<file path="src/rtl/core/nrn_pkg.sv">
package nrn_pkg;

    localparam int VAL_W     = 32;
    localparam int FRAC_W    = 16;
    localparam int DIVQ_W    = VAL_W + FRAC_W;
    localparam int DCNT_W    = 6;

    localparam logic [DCNT_W-1:0] DIV_STEPS = DCNT_W'(DIVQ_W);
    localparam logic signed [VAL_W-1:0] VAL_ONE = VAL_W'(1) << FRAC_W;
    localparam logic signed [VAL_W-1:0] VAL_MAX = {1'b0, {(VAL_W-1){1'b1}}};
    localparam logic signed [VAL_W-1:0] VAL_MIN = {1'b1, {(VAL_W-1){1'b0}}};

    localparam logic [1:0] CFG_TOLERANCE = 2'd0;
    localparam logic [1:0] CFG_MAX_TRIES = 2'd1;
    localparam logic [1:0] CFG_ZERO_TOL  = 2'd2;

    typedef struct packed {
        logic signed [31:0] radicand;
        logic [4:0]         degree;
    } t_in;

    typedef struct packed {
        logic signed [31:0] root_value;
        logic               error;
    } t_out;

    typedef struct packed {
        logic                    sat;
        logic signed [VAL_W-1:0] val;
    } t_satv;

    typedef enum logic [4:0] {
        CMD_NONE,
        CMD_LOAD,
        CMD_POW_INIT,
        CMD_MUL_V,
        CMD_V_UPD,
        CMD_SUB_P,
        CMD_MUL_M,
        CMD_M_PACK,
        CMD_SET_ERR,
        CMD_MUL_T,
        CMD_T_PACK,
        CMD_SUB_B,
        CMD_NEG_B,
        CMD_DIV_START,
        CMD_DIV_STEP,
        CMD_DIV_END,
        CMD_OUT
    } t_cmd;

    typedef enum logic [3:0] {
        S_IDLE,
        S_TRY,
        S_POW_INIT,
        S_POW_LOOP,
        S_V_UPD,
        S_TEST,
        S_M_PACK,
        S_M_CHECK,
        S_T_PACK,
        S_SUB_B,
        S_NEG_B,
        S_DIV_START,
        S_DIV,
        S_OUT
    } t_state;

    typedef struct packed {
        logic tries_zero;
        logic pow_done;
        logic tol_ok;
        logic m_zero;
        logic div_done;
        logic out_busy;
    } t_stat;

    function automatic logic [VAL_W-1:0] f_mag(input logic signed [VAL_W-1:0] a);
        return a[VAL_W-1] ? VAL_W'(-a) : a;
    endfunction

    function automatic t_satv f_pack(input logic neg, input logic [63:0] u);
        logic [63:0] lim;
        t_satv r;
        lim = neg ? 64'(VAL_MAX) + 64'd1 : 64'(VAL_MAX);
        if (u > lim) begin
            r.sat = 1'b1;
            r.val = neg ? VAL_MIN : VAL_MAX;
        end else begin
            r.sat = 1'b0;
            r.val = neg ? VAL_W'(-u[VAL_W-1:0]) : u[VAL_W-1:0];
        end
        return r;
    endfunction

    function automatic t_satv f_sub(input logic signed [VAL_W-1:0] a,
                                    input logic signed [VAL_W-1:0] b);
        logic [VAL_W:0] d;
        t_satv r;
        d = {a[VAL_W-1], a} - {b[VAL_W-1], b};
        if (d[VAL_W] != d[VAL_W-1]) begin
            r.sat = 1'b1;
            r.val = d[VAL_W] ? VAL_MIN : VAL_MAX;
        end else begin
            r.sat = 1'b0;
            r.val = d[VAL_W-1:0];
        end
        return r;
    endfunction

endpackage

</file>
<file path="src/rtl/core/nrn_ctrl.sv">
module nrn_ctrl (
    input  logic          i_clk,
    input  logic          i_rst_n,
    input  logic          i_in_valid,
    output logic          o_in_stall,
    input  nrn_pkg::t_stat i_stat,
    output nrn_pkg::t_cmd  o_cmd
);

    nrn_pkg::t_state r_state;
    nrn_pkg::t_state n_state;

    always_ff @(posedge i_clk) begin
        if (!i_rst_n) begin
            r_state <= nrn_pkg::S_IDLE;
        end else begin
            r_state <= n_state;
        end
    end

    always_comb begin
        n_state = r_state;
        unique case (r_state)
            nrn_pkg::S_IDLE: begin
                if (i_in_valid) n_state = nrn_pkg::S_TRY;
            end
            nrn_pkg::S_TRY: begin
                n_state = i_stat.tries_zero ? nrn_pkg::S_OUT : nrn_pkg::S_POW_INIT;
            end
            nrn_pkg::S_POW_INIT: n_state = nrn_pkg::S_POW_LOOP;
            nrn_pkg::S_POW_LOOP: begin
                n_state = i_stat.pow_done ? nrn_pkg::S_TEST : nrn_pkg::S_V_UPD;
            end
            nrn_pkg::S_V_UPD: n_state = nrn_pkg::S_POW_LOOP;
            nrn_pkg::S_TEST: begin
                n_state = i_stat.tol_ok ? nrn_pkg::S_OUT : nrn_pkg::S_M_PACK;
            end
            nrn_pkg::S_M_PACK: n_state = nrn_pkg::S_M_CHECK;
            nrn_pkg::S_M_CHECK: begin
                n_state = i_stat.m_zero ? nrn_pkg::S_OUT : nrn_pkg::S_T_PACK;
            end
            nrn_pkg::S_T_PACK: n_state = nrn_pkg::S_SUB_B;
            nrn_pkg::S_SUB_B: n_state = nrn_pkg::S_NEG_B;
            nrn_pkg::S_NEG_B: n_state = nrn_pkg::S_DIV_START;
            nrn_pkg::S_DIV_START: n_state = nrn_pkg::S_DIV;
            nrn_pkg::S_DIV: begin
                if (i_stat.div_done) n_state = nrn_pkg::S_TRY;
            end
            nrn_pkg::S_OUT: begin
                if (!i_stat.out_busy) n_state = nrn_pkg::S_IDLE;
            end
            default: n_state = nrn_pkg::S_IDLE;
        endcase
    end

    always_comb begin
        o_cmd      = nrn_pkg::CMD_NONE;
        o_in_stall = (r_state != nrn_pkg::S_IDLE);
        unique case (r_state)
            nrn_pkg::S_IDLE: begin
                if (i_in_valid) o_cmd = nrn_pkg::CMD_LOAD;
            end
            nrn_pkg::S_TRY: begin
                if (!i_stat.tries_zero) o_cmd = nrn_pkg::CMD_POW_INIT;
            end
            nrn_pkg::S_POW_INIT: o_cmd = nrn_pkg::CMD_NONE;
            nrn_pkg::S_POW_LOOP: begin
                o_cmd = i_stat.pow_done ? nrn_pkg::CMD_SUB_P : nrn_pkg::CMD_MUL_V;
            end
            nrn_pkg::S_V_UPD: o_cmd = nrn_pkg::CMD_V_UPD;
            nrn_pkg::S_TEST: begin
                if (!i_stat.tol_ok) o_cmd = nrn_pkg::CMD_MUL_M;
            end
            nrn_pkg::S_M_PACK: o_cmd = nrn_pkg::CMD_M_PACK;
            nrn_pkg::S_M_CHECK: begin
                o_cmd = i_stat.m_zero ? nrn_pkg::CMD_SET_ERR : nrn_pkg::CMD_MUL_T;
            end
            nrn_pkg::S_T_PACK: o_cmd = nrn_pkg::CMD_T_PACK;
            nrn_pkg::S_SUB_B: o_cmd = nrn_pkg::CMD_SUB_B;
            nrn_pkg::S_NEG_B: o_cmd = nrn_pkg::CMD_NEG_B;
            nrn_pkg::S_DIV_START: o_cmd = nrn_pkg::CMD_DIV_START;
            nrn_pkg::S_DIV: begin
                o_cmd = i_stat.div_done ? nrn_pkg::CMD_DIV_END : nrn_pkg::CMD_DIV_STEP;
            end
            nrn_pkg::S_OUT: begin
                if (!i_stat.out_busy) o_cmd = nrn_pkg::CMD_OUT;
            end
            default: o_cmd = nrn_pkg::CMD_NONE;
        endcase
    end

endmodule

</file>
<file path="src/rtl/core/nrn_dp.sv">
module nrn_dp (
    input  logic           i_clk,
    input  logic           i_rst_n,
    input  nrn_pkg::t_cmd  i_cmd,
    output nrn_pkg::t_stat o_stat,
    input  nrn_pkg::t_in   i_in_data,
    input  logic           i_cfg_valid,
    input  logic [1:0]     i_cfg_index,
    input  logic [31:0]    i_cfg_data,
    output logic           o_out_valid,
    input  logic           i_out_stall,
    output nrn_pkg::t_out  o_out_data
);

    localparam int VW = nrn_pkg::VAL_W;

    logic [30:0] r_tol;
    logic [7:0]  r_maxt;
    logic [15:0] r_zt;

    logic signed [VW-1:0] r_rad, r_g, r_v, r_pm1, r_p, r_m, r_b;
    logic [4:0]           r_deg, r_cnt;
    logic [7:0]           r_tries;
    logic                 r_err;
    logic [63:0]          r_prod;
    logic                 r_pneg;
    logic [nrn_pkg::DIVQ_W-1:0] r_dq;
    logic [VW-1:0]              r_rem;
    logic [nrn_pkg::DCNT_W-1:0] r_dcnt;
    logic                       r_dneg;
    logic                       r_ov;
    nrn_pkg::t_out              r_out;

    logic signed [VW-1:0] mul_a, mul_b;
    logic [63:0]          prod_c;
    logic [63:0]          prod_sh;
    nrn_pkg::t_satv       pk, sb_p, sb_b;
    logic [VW:0]          rad_h, rem_sh;
    logic [VW:0]          rem_sub;

    always_comb begin
        mul_a = r_v;
        mul_b = r_g;
        unique case (i_cmd)
            nrn_pkg::CMD_MUL_M: begin
                mul_a = r_pm1;
                mul_b = VW'(r_deg);
            end
            nrn_pkg::CMD_MUL_T: begin
                mul_a = r_m;
                mul_b = r_g;
            end
            default: begin
                mul_a = r_v;
                mul_b = r_g;
            end
        endcase
    end

    assign prod_c  = 64'(nrn_pkg::f_mag(mul_a)) * 64'(nrn_pkg::f_mag(mul_b));
    assign prod_sh = (i_cmd == nrn_pkg::CMD_M_PACK) ? r_prod : (r_prod >> nrn_pkg::FRAC_W);
    assign pk      = nrn_pkg::f_pack(r_pneg, prod_sh);
    assign sb_p    = nrn_pkg::f_sub(r_v, r_rad);
    assign sb_b    = nrn_pkg::f_sub(r_p, r_b);
    assign rad_h   = {i_in_data.radicand[VW-1], i_in_data.radicand}
                     + (VW+1)'(i_in_data.radicand[VW-1]);
    assign rem_sh  = {r_rem, r_dq[nrn_pkg::DIVQ_W-1]};
    assign rem_sub = rem_sh - {1'b0, nrn_pkg::f_mag(r_m)};

    always_ff @(posedge i_clk) begin
        if (!i_rst_n) begin
            r_tol  <= 31'd66;
            r_maxt <= 8'd100;
            r_zt   <= 16'd1;
        end else if (i_cfg_valid) begin
            unique case (i_cfg_index)
                nrn_pkg::CFG_TOLERANCE: r_tol  <= i_cfg_data[30:0];
                nrn_pkg::CFG_MAX_TRIES: r_maxt <= i_cfg_data[7:0];
                nrn_pkg::CFG_ZERO_TOL:  r_zt   <= i_cfg_data[15:0];
                default: ;
            endcase
        end
    end

    always_ff @(posedge i_clk) begin
        if (!i_rst_n) begin
            r_ov <= 1'b0;
        end else if (i_cmd == nrn_pkg::CMD_OUT) begin
            r_ov <= 1'b1;
        end else if (!i_out_stall) begin
            r_ov <= 1'b0;
        end
    end

    always_ff @(posedge i_clk) begin
        unique case (i_cmd)
            nrn_pkg::CMD_LOAD: begin
                r_rad   <= i_in_data.radicand;
                r_deg   <= i_in_data.degree;
                r_g     <= rad_h[VW:1];
                r_err   <= 1'b0;
                r_tries <= r_maxt;
            end
            nrn_pkg::CMD_POW_INIT: begin
                r_tries <= r_tries - 8'd1;
                if (r_deg != 5'd0 && nrn_pkg::f_mag(r_g) <= VW'(r_zt)) begin
                    r_v   <= '0;
                    r_pm1 <= (r_deg == 5'd1) ? nrn_pkg::VAL_ONE : '0;
                    r_cnt <= 5'd0;
                end else begin
                    r_v   <= nrn_pkg::VAL_ONE;
                    r_pm1 <= nrn_pkg::VAL_ONE;
                    r_cnt <= r_deg;
                end
            end
            nrn_pkg::CMD_MUL_V, nrn_pkg::CMD_MUL_M, nrn_pkg::CMD_MUL_T: begin
                r_prod <= prod_c;
                r_pneg <= mul_a[VW-1] ^ mul_b[VW-1];
                if (i_cmd == nrn_pkg::CMD_MUL_V) r_pm1 <= r_v;
            end
            nrn_pkg::CMD_V_UPD: begin
                r_v   <= pk.val;
                r_err <= r_err | pk.sat;
                r_cnt <= r_cnt - 5'd1;
            end
            nrn_pkg::CMD_SUB_P: begin
                r_p   <= sb_p.val;
                r_err <= r_err | sb_p.sat;
            end
            nrn_pkg::CMD_M_PACK: begin
                r_m   <= pk.val;
                r_err <= r_err | pk.sat;
            end
            nrn_pkg::CMD_SET_ERR: r_err <= 1'b1;
            nrn_pkg::CMD_T_PACK: begin
                r_b   <= pk.val;
                r_err <= r_err | pk.sat;
            end
            nrn_pkg::CMD_SUB_B: begin
                r_b   <= sb_b.val;
                r_err <= r_err | sb_b.sat;
            end
            nrn_pkg::CMD_NEG_B: begin
                if (r_b == nrn_pkg::VAL_MIN) begin
                    r_b   <= nrn_pkg::VAL_MAX;
                    r_err <= 1'b1;
                end else begin
                    r_b <= VW'(-r_b);
                end
            end
            nrn_pkg::CMD_DIV_START: begin
                r_dq   <= {nrn_pkg::f_mag(r_b), {nrn_pkg::FRAC_W{1'b0}}};
                r_rem  <= '0;
                r_dcnt <= nrn_pkg::DIV_STEPS;
                r_dneg <= r_b[VW-1] ^ r_m[VW-1];
            end
            nrn_pkg::CMD_DIV_STEP: begin
                r_dcnt <= r_dcnt - nrn_pkg::DCNT_W'(1);
                if (!rem_sub[VW]) begin
                    r_rem <= rem_sub[VW-1:0];
                    r_dq  <= {r_dq[nrn_pkg::DIVQ_W-2:0], 1'b1};
                end else begin
                    r_rem <= rem_sh[VW-1:0];
                    r_dq  <= {r_dq[nrn_pkg::DIVQ_W-2:0], 1'b0};
                end
            end
            nrn_pkg::CMD_DIV_END: begin
                r_g   <= nrn_pkg::f_pack(r_dneg, 64'(r_dq)).val;
                r_err <= r_err | nrn_pkg::f_pack(r_dneg, 64'(r_dq)).sat;
            end
            nrn_pkg::CMD_OUT: begin
                r_out.root_value <= r_g;
                r_out.error      <= r_err;
            end
            default: ;
        endcase
    end

    assign o_stat.tries_zero = (r_tries == 8'd0);
    assign o_stat.pow_done   = (r_cnt == 5'd0);
    assign o_stat.tol_ok     = ({1'b0, nrn_pkg::f_mag(r_p)} <= {2'b0, r_tol});
    assign o_stat.m_zero     = (r_m == '0);
    assign o_stat.div_done   = (r_dcnt == '0);
    assign o_stat.out_busy   = r_ov & i_out_stall;

    assign o_out_valid = r_ov;
    assign o_out_data  = r_out;

    a_load_clears_err: assert property (@(posedge i_clk) disable iff (!i_rst_n)
        (i_cmd == nrn_pkg::CMD_LOAD) |=> !r_err)
        else $error("error flag not cleared on a new request");

    a_div_nonzero: assert property (@(posedge i_clk) disable iff (!i_rst_n)
        (i_cmd == nrn_pkg::CMD_DIV_START) |-> (r_m != '0))
        else $error("division started with a zero slope");

    a_out_free: assert property (@(posedge i_clk) disable iff (!i_rst_n)
        (i_cmd == nrn_pkg::CMD_OUT) |-> !(r_ov && i_out_stall))
        else $error("result overwritten while stalled");

    a_div_count: assert property (@(posedge i_clk) disable iff (!i_rst_n)
        (i_cmd == nrn_pkg::CMD_DIV_START) |=> (r_dcnt == nrn_pkg::DIV_STEPS))
        else $error("divider step count not loaded");

endmodule

</file>
<file path="src/rtl/core/nth_root_newton.sv">
// Each Newton try runs the power loop (per multiply, a multiply state and an
// update state) plus a 48-step bit-serial divider.
// Throughput: one request at a time; the next is taken once the result is in the
// output register, even while that result is still stalled.
// Reset is synchronous and active low; datapath registers have no reset value.
module nth_root_newton (
    input  logic          i_clk,
    input  logic          i_rst_n,
    input  logic          i_in_valid,
    output logic          o_in_stall,
    input  nrn_pkg::t_in  i_in_data,
    output logic          o_out_valid,
    input  logic          i_out_stall,
    output nrn_pkg::t_out o_out_data,
    input  logic          i_cfg_valid,
    output logic          o_cfg_ready,
    input  logic [1:0]    i_cfg_index,
    input  logic [31:0]   i_cfg_data
);

    nrn_pkg::t_cmd  cmd;
    nrn_pkg::t_stat stat;

    assign o_cfg_ready = 1'b1;

    nrn_ctrl u_ctrl (
        .i_clk      (i_clk),
        .i_rst_n    (i_rst_n),
        .i_in_valid (i_in_valid),
        .o_in_stall (o_in_stall),
        .i_stat     (stat),
        .o_cmd      (cmd)
    );

    nrn_dp u_dp (
        .i_clk       (i_clk),
        .i_rst_n     (i_rst_n),
        .i_cmd       (cmd),
        .o_stat      (stat),
        .i_in_data   (i_in_data),
        .i_cfg_valid (i_cfg_valid & o_cfg_ready),
        .i_cfg_index (i_cfg_index),
        .i_cfg_data  (i_cfg_data),
        .o_out_valid (o_out_valid),
        .i_out_stall (i_out_stall),
        .o_out_data  (o_out_data)
    );

endmodule

</file>
<file path="config.mk">
export PLATFORM = sky130hd
export DESIGN_NAME = nth_root_newton
export DESIGN_NICKNAME = d
export VERILOG_FILES = /design/src/rtl/core/nrn_pkg.sv /design/src/rtl/core/nrn_ctrl.sv /design/src/rtl/core/nrn_dp.sv /design/src/rtl/core/nth_root_newton.sv
export SDC_FILE = /design/constraint.sdc
export NUM_CORES = 2
export LEC_CHECK = 0
export BUFFER_PORTS_ARGS = -buffer_cell sky130_fd_sc_hd__buf_4
export CORE_UTILIZATION = 55
export CTS_BUF_LIST = sky130_fd_sc_hd__clkbuf_2 sky130_fd_sc_hd__clkbuf_4 sky130_fd_sc_hd__clkbuf_8
export DETAILED_ROUTE_END_ITERATION = 10
export PLACE_DENSITY = 0.74
export SETUP_SLACK_MARGIN = 0.02
export SLEW_MARGIN = 10
export SYNTH_ARGS = -nofsm -noshare
export SYNTH_HDL_FRONTEND = slang
export SYNTH_HIERARCHICAL = 1
export SYNTH_SLANG_ARGS = --single-unit
</file>
<file path="constraint.sdc">
create_clock -name i_clk -period 20.5 [get_ports i_clk]
set_input_delay 4.1 -clock i_clk [delete_from_list [all_inputs] [get_ports i_clk]]
set_output_delay 4.1 -clock i_clk [all_outputs]
set_load 0.01 [all_outputs]
</file>
# After elaboration in Yosys (flattened, before gate mapping)
# Index checks and enable logic that the tools add are counted.
# W data, S select, Z words.
totals:
  n_memories: 0
  regBits: 488
  latch_bits: 0
  rom_bits: 0
  word_cells: 176
  ramBits: 0
classes:
  n_reduce_logical: 25
  add_sub_neg: 15
  multipliers: 1
  muxes: 59
  n_bitwise: 7
  n_div: 0
  magnitude_cmp: 4
  n_eq_ne: 41
  shifts: 0
op_table:
  columns: ["op", "n"]
  rows:
  - ["$mux W32", 19]
  - ["$pmux W32 S2", 5]
  - ["$neg A32 Y32", 8]
  - ["$mux W33", 5]
  - ["$pmux W32 S3", 1]
  - ["$pmux W48 S2", 1]
  - ["$sub A32 B32 Y33", 2]
  - ["$pmux W5 S13", 1]
  - ["$gt A64 B64 Y1", 1]
  - ["$mul A32 B32 Y64", 1]
  - ["$mux W64", 1]
  - ["$pmux W4 S13", 1]
  - ["$gt A48 B32 Y1", 1]
  - ["$eq A5 B4 Y1 const B", 8]
  - ["$mux W17", 2]
  - ["$add A32 B2 Y33", 1]
  - ["$sub A33 B32 Y33", 1]
  - ["$eq A32 B32 Y1 const B", 1]
  - ["$le A32 B16 Y1", 1]
  - ["$le A32 B31 Y1", 1]
  - ["$logic_not A32 Y1", 1]
  - ["$eq A4 B4 Y1 const B", 6]
  - ["$eq A5 B3 Y1 const B", 4]
  - ["$mux W4", 5]
  - ["40 further kinds", 74]

# Depth between registers and ports, before layout
depth:
  depth_word: 12
  ltp_mapped: 71

# Cells and area by module
# The synthesis kept the hierarchy.
by_module_without_submodules:
  columns: ["module", "instances", "area_each_um2", "cells_per_inst", "seq_area_each_um2"]
  rows:
  - ["nrn_dp", 1, 66211.0, 7413, 13973.4]
  - ["nrn_ctrl", 1, 494.2, 73, 80.1]
  - ["nth_root_newton", 1, 11.3, 2, 0.0]

# Worst setup path after synthesis
# OpenSTA, ideal clock, no wires.
synth_timing:
  path_kind: "flip-flop to flip-flop"
  start: "register u_dp.r_p[3]"
  end: "register u_dp.r_prod[60] (data pin)"
  setup_ps: 269
  path_stages_with_launch: 67
  arrival_ps: 15057
  path_slack_ps: 5173
  t_required_ps: 20231
  synth_period_minus_slack_ps: 15327
  cell_sequence: "edfxtp_1 > or3_4 > or3_4 > or3_4 > or3_4 > or4_4 > or4_4 > o21ai_1 > xnor2_1 > ha_1 > nor2b_1 > o21ai_0 > nand2b_1 > a21oi_1 > and3_1 > o2111ai_1 > a31oi_1 > o32a_1 > [31 not listed] > fa_1 > inv_1 > fa_1 > fa_1 > fa_1 > fa_1 > ha_1 > clkbuf_1 > and3_1 > and4_1 > a311o_1 > a211oi_1 > a21oi_1 > o2111ai_1 > a211oi_1 > o21a_1 > o2111ai_1 > o211ai_1"
synth_lines:
  columns: ["item", "line", "rtl"]
  rows:
  - ["start, declared", "nrn_dp.sv:21", "logic signed [VW-1:0] r_rad, r_g, r_v, r_pm1, r_p, r_m, r_b;"]
  - ["start signal, assigned", "nrn_dp.sv:127", "r_p <= sb_p.val;"]
  - ["end signal, assigned", "nrn_dp.sv:117", "r_prod <= prod_c;"]
  - ["end, declared", "nrn_dp.sv:25", "logic [63:0] r_prod;"]

==> qor.csv <==
metric,value,unit
half-perimeter wire length after detailed placement,176000,µm
endpoint class of the critical path,flip-flop,
worst hold path cell count,2,
register clock-pin slew on the reported worst setup and hold paths,0.06,ns
combined area of the multi-input logic cells,0.0478,mm²
combinational family with the most area after synthesis,adder cells,
total placed cells including tap cells,8975,
mean instance size in the synthesized netlist,8.91,µm²
"synthesized-area fraction occupied by ao, oa, aoi and oai cells",11.7,%
via count of the first global-routing pass,54900,
Die Area,0.123,mm²
clock period minus final worst setup slack,18.95,ns
synthesized instance count,7488,
synthesis-to-layout area growth,6.97,%
I/O pin total,112,
endpoint of the worst hold path,u_dp/r_tol[16],
final worst-path cycle share,92.4,%
most repeated library cell on the critical path,fa_1,
register-to-register path setup slack,1.55,ns
Slowest cell on crit path,nor4b_1,
share of synthesized area occupied by flip-flops and latches,21.1,%
"commonest non-fill, non-tap cell in the layout",inv_1,
Routed WL,224000,µm
status,"finished, final reports clean",
register area,0.0141,mm²
worst min-delay path startpoint,u_dp/r_tol[16],
Hold Buf Count CTS,0,
simple logic cell fraction of the synthesized area,16.5,%
Final setup viols,0,
vias per inst,6.12,
final max-slew violation count,0,
ratio of cells with drive above 1 in the final layout,6.82,%
fillcell total,10500,
Clk Tree Root Cell,clkbuf_8,
mux cell area share after synthesis,1.13,%
Register-to-Register Path Depth,58,
total standard cell area after synthesis,0.0667,mm²
dominant delay contributor by cell family on the critical path,simple AND/OR/NAND/NOR gates,
clock buffer depth,3,
count of standard-cell rows,127,
async set-or-reset flop fraction in the synthesized netlist,0,%
antenna violations before repair,15,
Critical Path Source Type,flip-flop,
maximum fanout along the worst path,30,
xor and xnor fraction of the mapped netlist area,5.17,%
signal arrival time at the worst endpoint,19.41,ns
Die Y,350,µm
reported max-cap violation count,0,
worst path buffer plus inverter count,6,
delay contributed by the slowest stage of the critical path,1.04,ns
kind of critical path,flip-flop to flip-flop,
number of synthesized flops with an enable pin,428,
worst slew pin tran,1.46,ns
global-route congestion overflow total,0,
clock latency on the worst-skew pair,0.74,ns
Main synth FF type,edfxtp_1,
quantity of I/O buffers inserted on ports,109,
NumNets Final,8908,
starting utilization of the core area,55.5,%
hold crit path type,flip-flop to flip-flop,
DRC errors left,0,
clock tree from TritonCTS,built,
average routed wire per standard cell,24.5,µm
origin of the critical flop-to-flop path,u_dp/r_p[2],
worst relative slew slack,1.92,%
DR vias,55900,
worst r2r dst,u_dp/r_prod[63],
Placeable Area,0.120,mm²
area share of fa/ha/maj cells after synthesis,36.1,%
Synth cell types,98,
total clock sinks,488,
routability congestion estimate from global placement,1.05,
"top library cells by usage in the layout, fill and taps aside","inv_1 (1087), nor2_1 (904), fa_1 (899)",
final worst clock skew,0.0535,ns
violation count after the first detailed-routing iteration,6385,
global-route usage over all layers,36.9,%
CTS H-tree depth,3,
"flops & latches, synth",488,
number of buffers added for setup after CTS,0,
die outline width,350,µm
pin count of the biggest net entering global routing,80,
fmax,0.0528,GHz
synthesized netlist net count,8951,
wire length of the first global-routing pass,336000,µm
accumulated negative setup slack,0,ns
number of iterations in the first detailed-routing pass,9,
Detail Route Antenna Nets,0,
unrepaired setup endpoints after global routing,no,
total of warnings raised by yosys,6,
critical path data required time,20.96,ns
final hold vios,0,
Resize count post-CTS,0,
clock buffers created by TritonCTS,80,
fin cells,9128,
## logic make-up after synthesis
kind of cell | after synthesis
and+or+nand+nor | 2462
buffers and inverters | 1447
adders and majority gates | 1387
AOI/OAI and AO/OA | 1234
DFF | 488
xor gates and xnor gates | 394
muxes | 75
other | 1
## synthesized netlist by cell type (31+ instances only)
cell type	instances	area (µm²)
dfxtp_1	60	1200
nor4_1	43	269
inv_1	1088	4080
o21ai_1	54	270
buf_2	33	165
and3_1	49	307
o21bai_1	31	233
a31oi_1	33	206
mux2i_1	70	701
o21ai_0	317	1590
nand2b_1	55	344
o31ai_1	48	360
nand2_1	838	3150
or3_1	43	269
xnor2_1	245	2150
clkbuf_1	300	1130
edfxtp_1	428	12900
o21a_1	34	255
o211ai_1	31	233
nor3_1	101	505
nand4_1	41	257
and2_1	80	500
nor2b_1	63	394
a21oi_1	292	1460
xor2_1	149	1310
ha_1	488	6110
fa_1	899	18000
or4_1	33	248
a21boi_0	58	435
a21o_1	127	953
nor2_1	915	3430
nand3_1	96	480
## layout make-up
cell class,count,area share [%]
diodes,7,0.0245
inverters,1093,5.75
flip-flops and latches,488,19.7
clock inverters,47,0.561
repair buffers,229,2.41
multi-input cells,5553,67.0
well taps,1612,2.83
clock buffers,99,1.77
## sequential cells by signal (all words and copies together) (netlist names), 4 cells and up
| name | cells |
|---|---|
| u_dp/r_prod | 64 |
| u_dp/r_dq | 48 |
| u_dp/o_out_data | 33 |
| u_dp/r_b | 32 |
| u_dp/r_g | 32 |
| u_dp/r_m | 32 |
| u_dp/r_p | 32 |
| u_dp/r_pm1 | 32 |
| u_dp/r_rad | 32 |
| u_dp/r_rem | 32 |
| u_dp/r_v | 32 |
| u_dp/r_tol | 31 |
| u_dp/r_zt | 16 |
| u_dp/r_maxt | 8 |
| u_dp/r_tries | 8 |
| u_dp/r_dcnt | 6 |
| u_dp/r_cnt | 5 |
| u_dp/r_deg | 5 |
| u_ctrl/r_state | 4 |
## per-layer routing
| metal | vias up | part of all wire [%] | GRT usage [%] |
|---|---|---|---|
| li1 | 24400 | - | - |
| met2 | 3197 | 43 | 54.0 |
| met5 | - | 0.022 | 0 |
| met4 | 8 | 4.5 | 15.0 |
| met3 | 571 | 13 | 11.9 |
| met1 | 27700 | 39 | 50.6 |
## worst register-to-register path, delay by kind of cell (launching register included)
kind / cells / cell delay (ns)
and+or+nand+nor: 16 / 6.29
DFF: 1 / 0.55
AOI/OAI and AO/OA: 22 / 4.61
adders and majority gates: 11 / 5.12
buffers and inverters: 6 / 1.08
xor gates and xnor gates: 3 / 1.04
## worst max path at each step
stage | from | endpoint | depth (start not counted) | slack [ns]
2_1_floorplan | u_dp/r_p[3] | u_dp/r_prod[60] | 66 | 5.17
3_3_place_gp | i_in_valid | u_dp/r_prod[63] | 40 | 2.05
3_5_place_dp | u_dp/r_p[2] | u_dp/r_prod[63] | 57 | 1.94
4_1_cts | u_dp/r_p[2] | u_dp/r_prod[63] | 57 | 1.91
5_1_grt | u_dp/r_p[2] | u_dp/r_prod[63] | 57 | 0.73
6_report | u_dp/r_p[2] | u_dp/r_prod[63] | 58 | 1.55
## per-stage QoR
stage / instance area [µm²] / worst slack, ns / util, % / hold WS, ns
floorplan: 66700 / 5.17 / - / 0.421
global placement: 69700 / 2.05 / 58.0 / 0.452
detailed placement: 69700 / 1.94 / 58.0 / 0.459
CTS: 71300 / 1.91 / 59.4 / 0.467
global route: 71300 / 0.734 / 59.4 / 0.488
finish: 71400 / 1.55 / 59.4 / 0.465
Power is left out: the tool's default activity adds up to more than one toggle a clock period on the data nets, which glitch-free logic cannot reach.
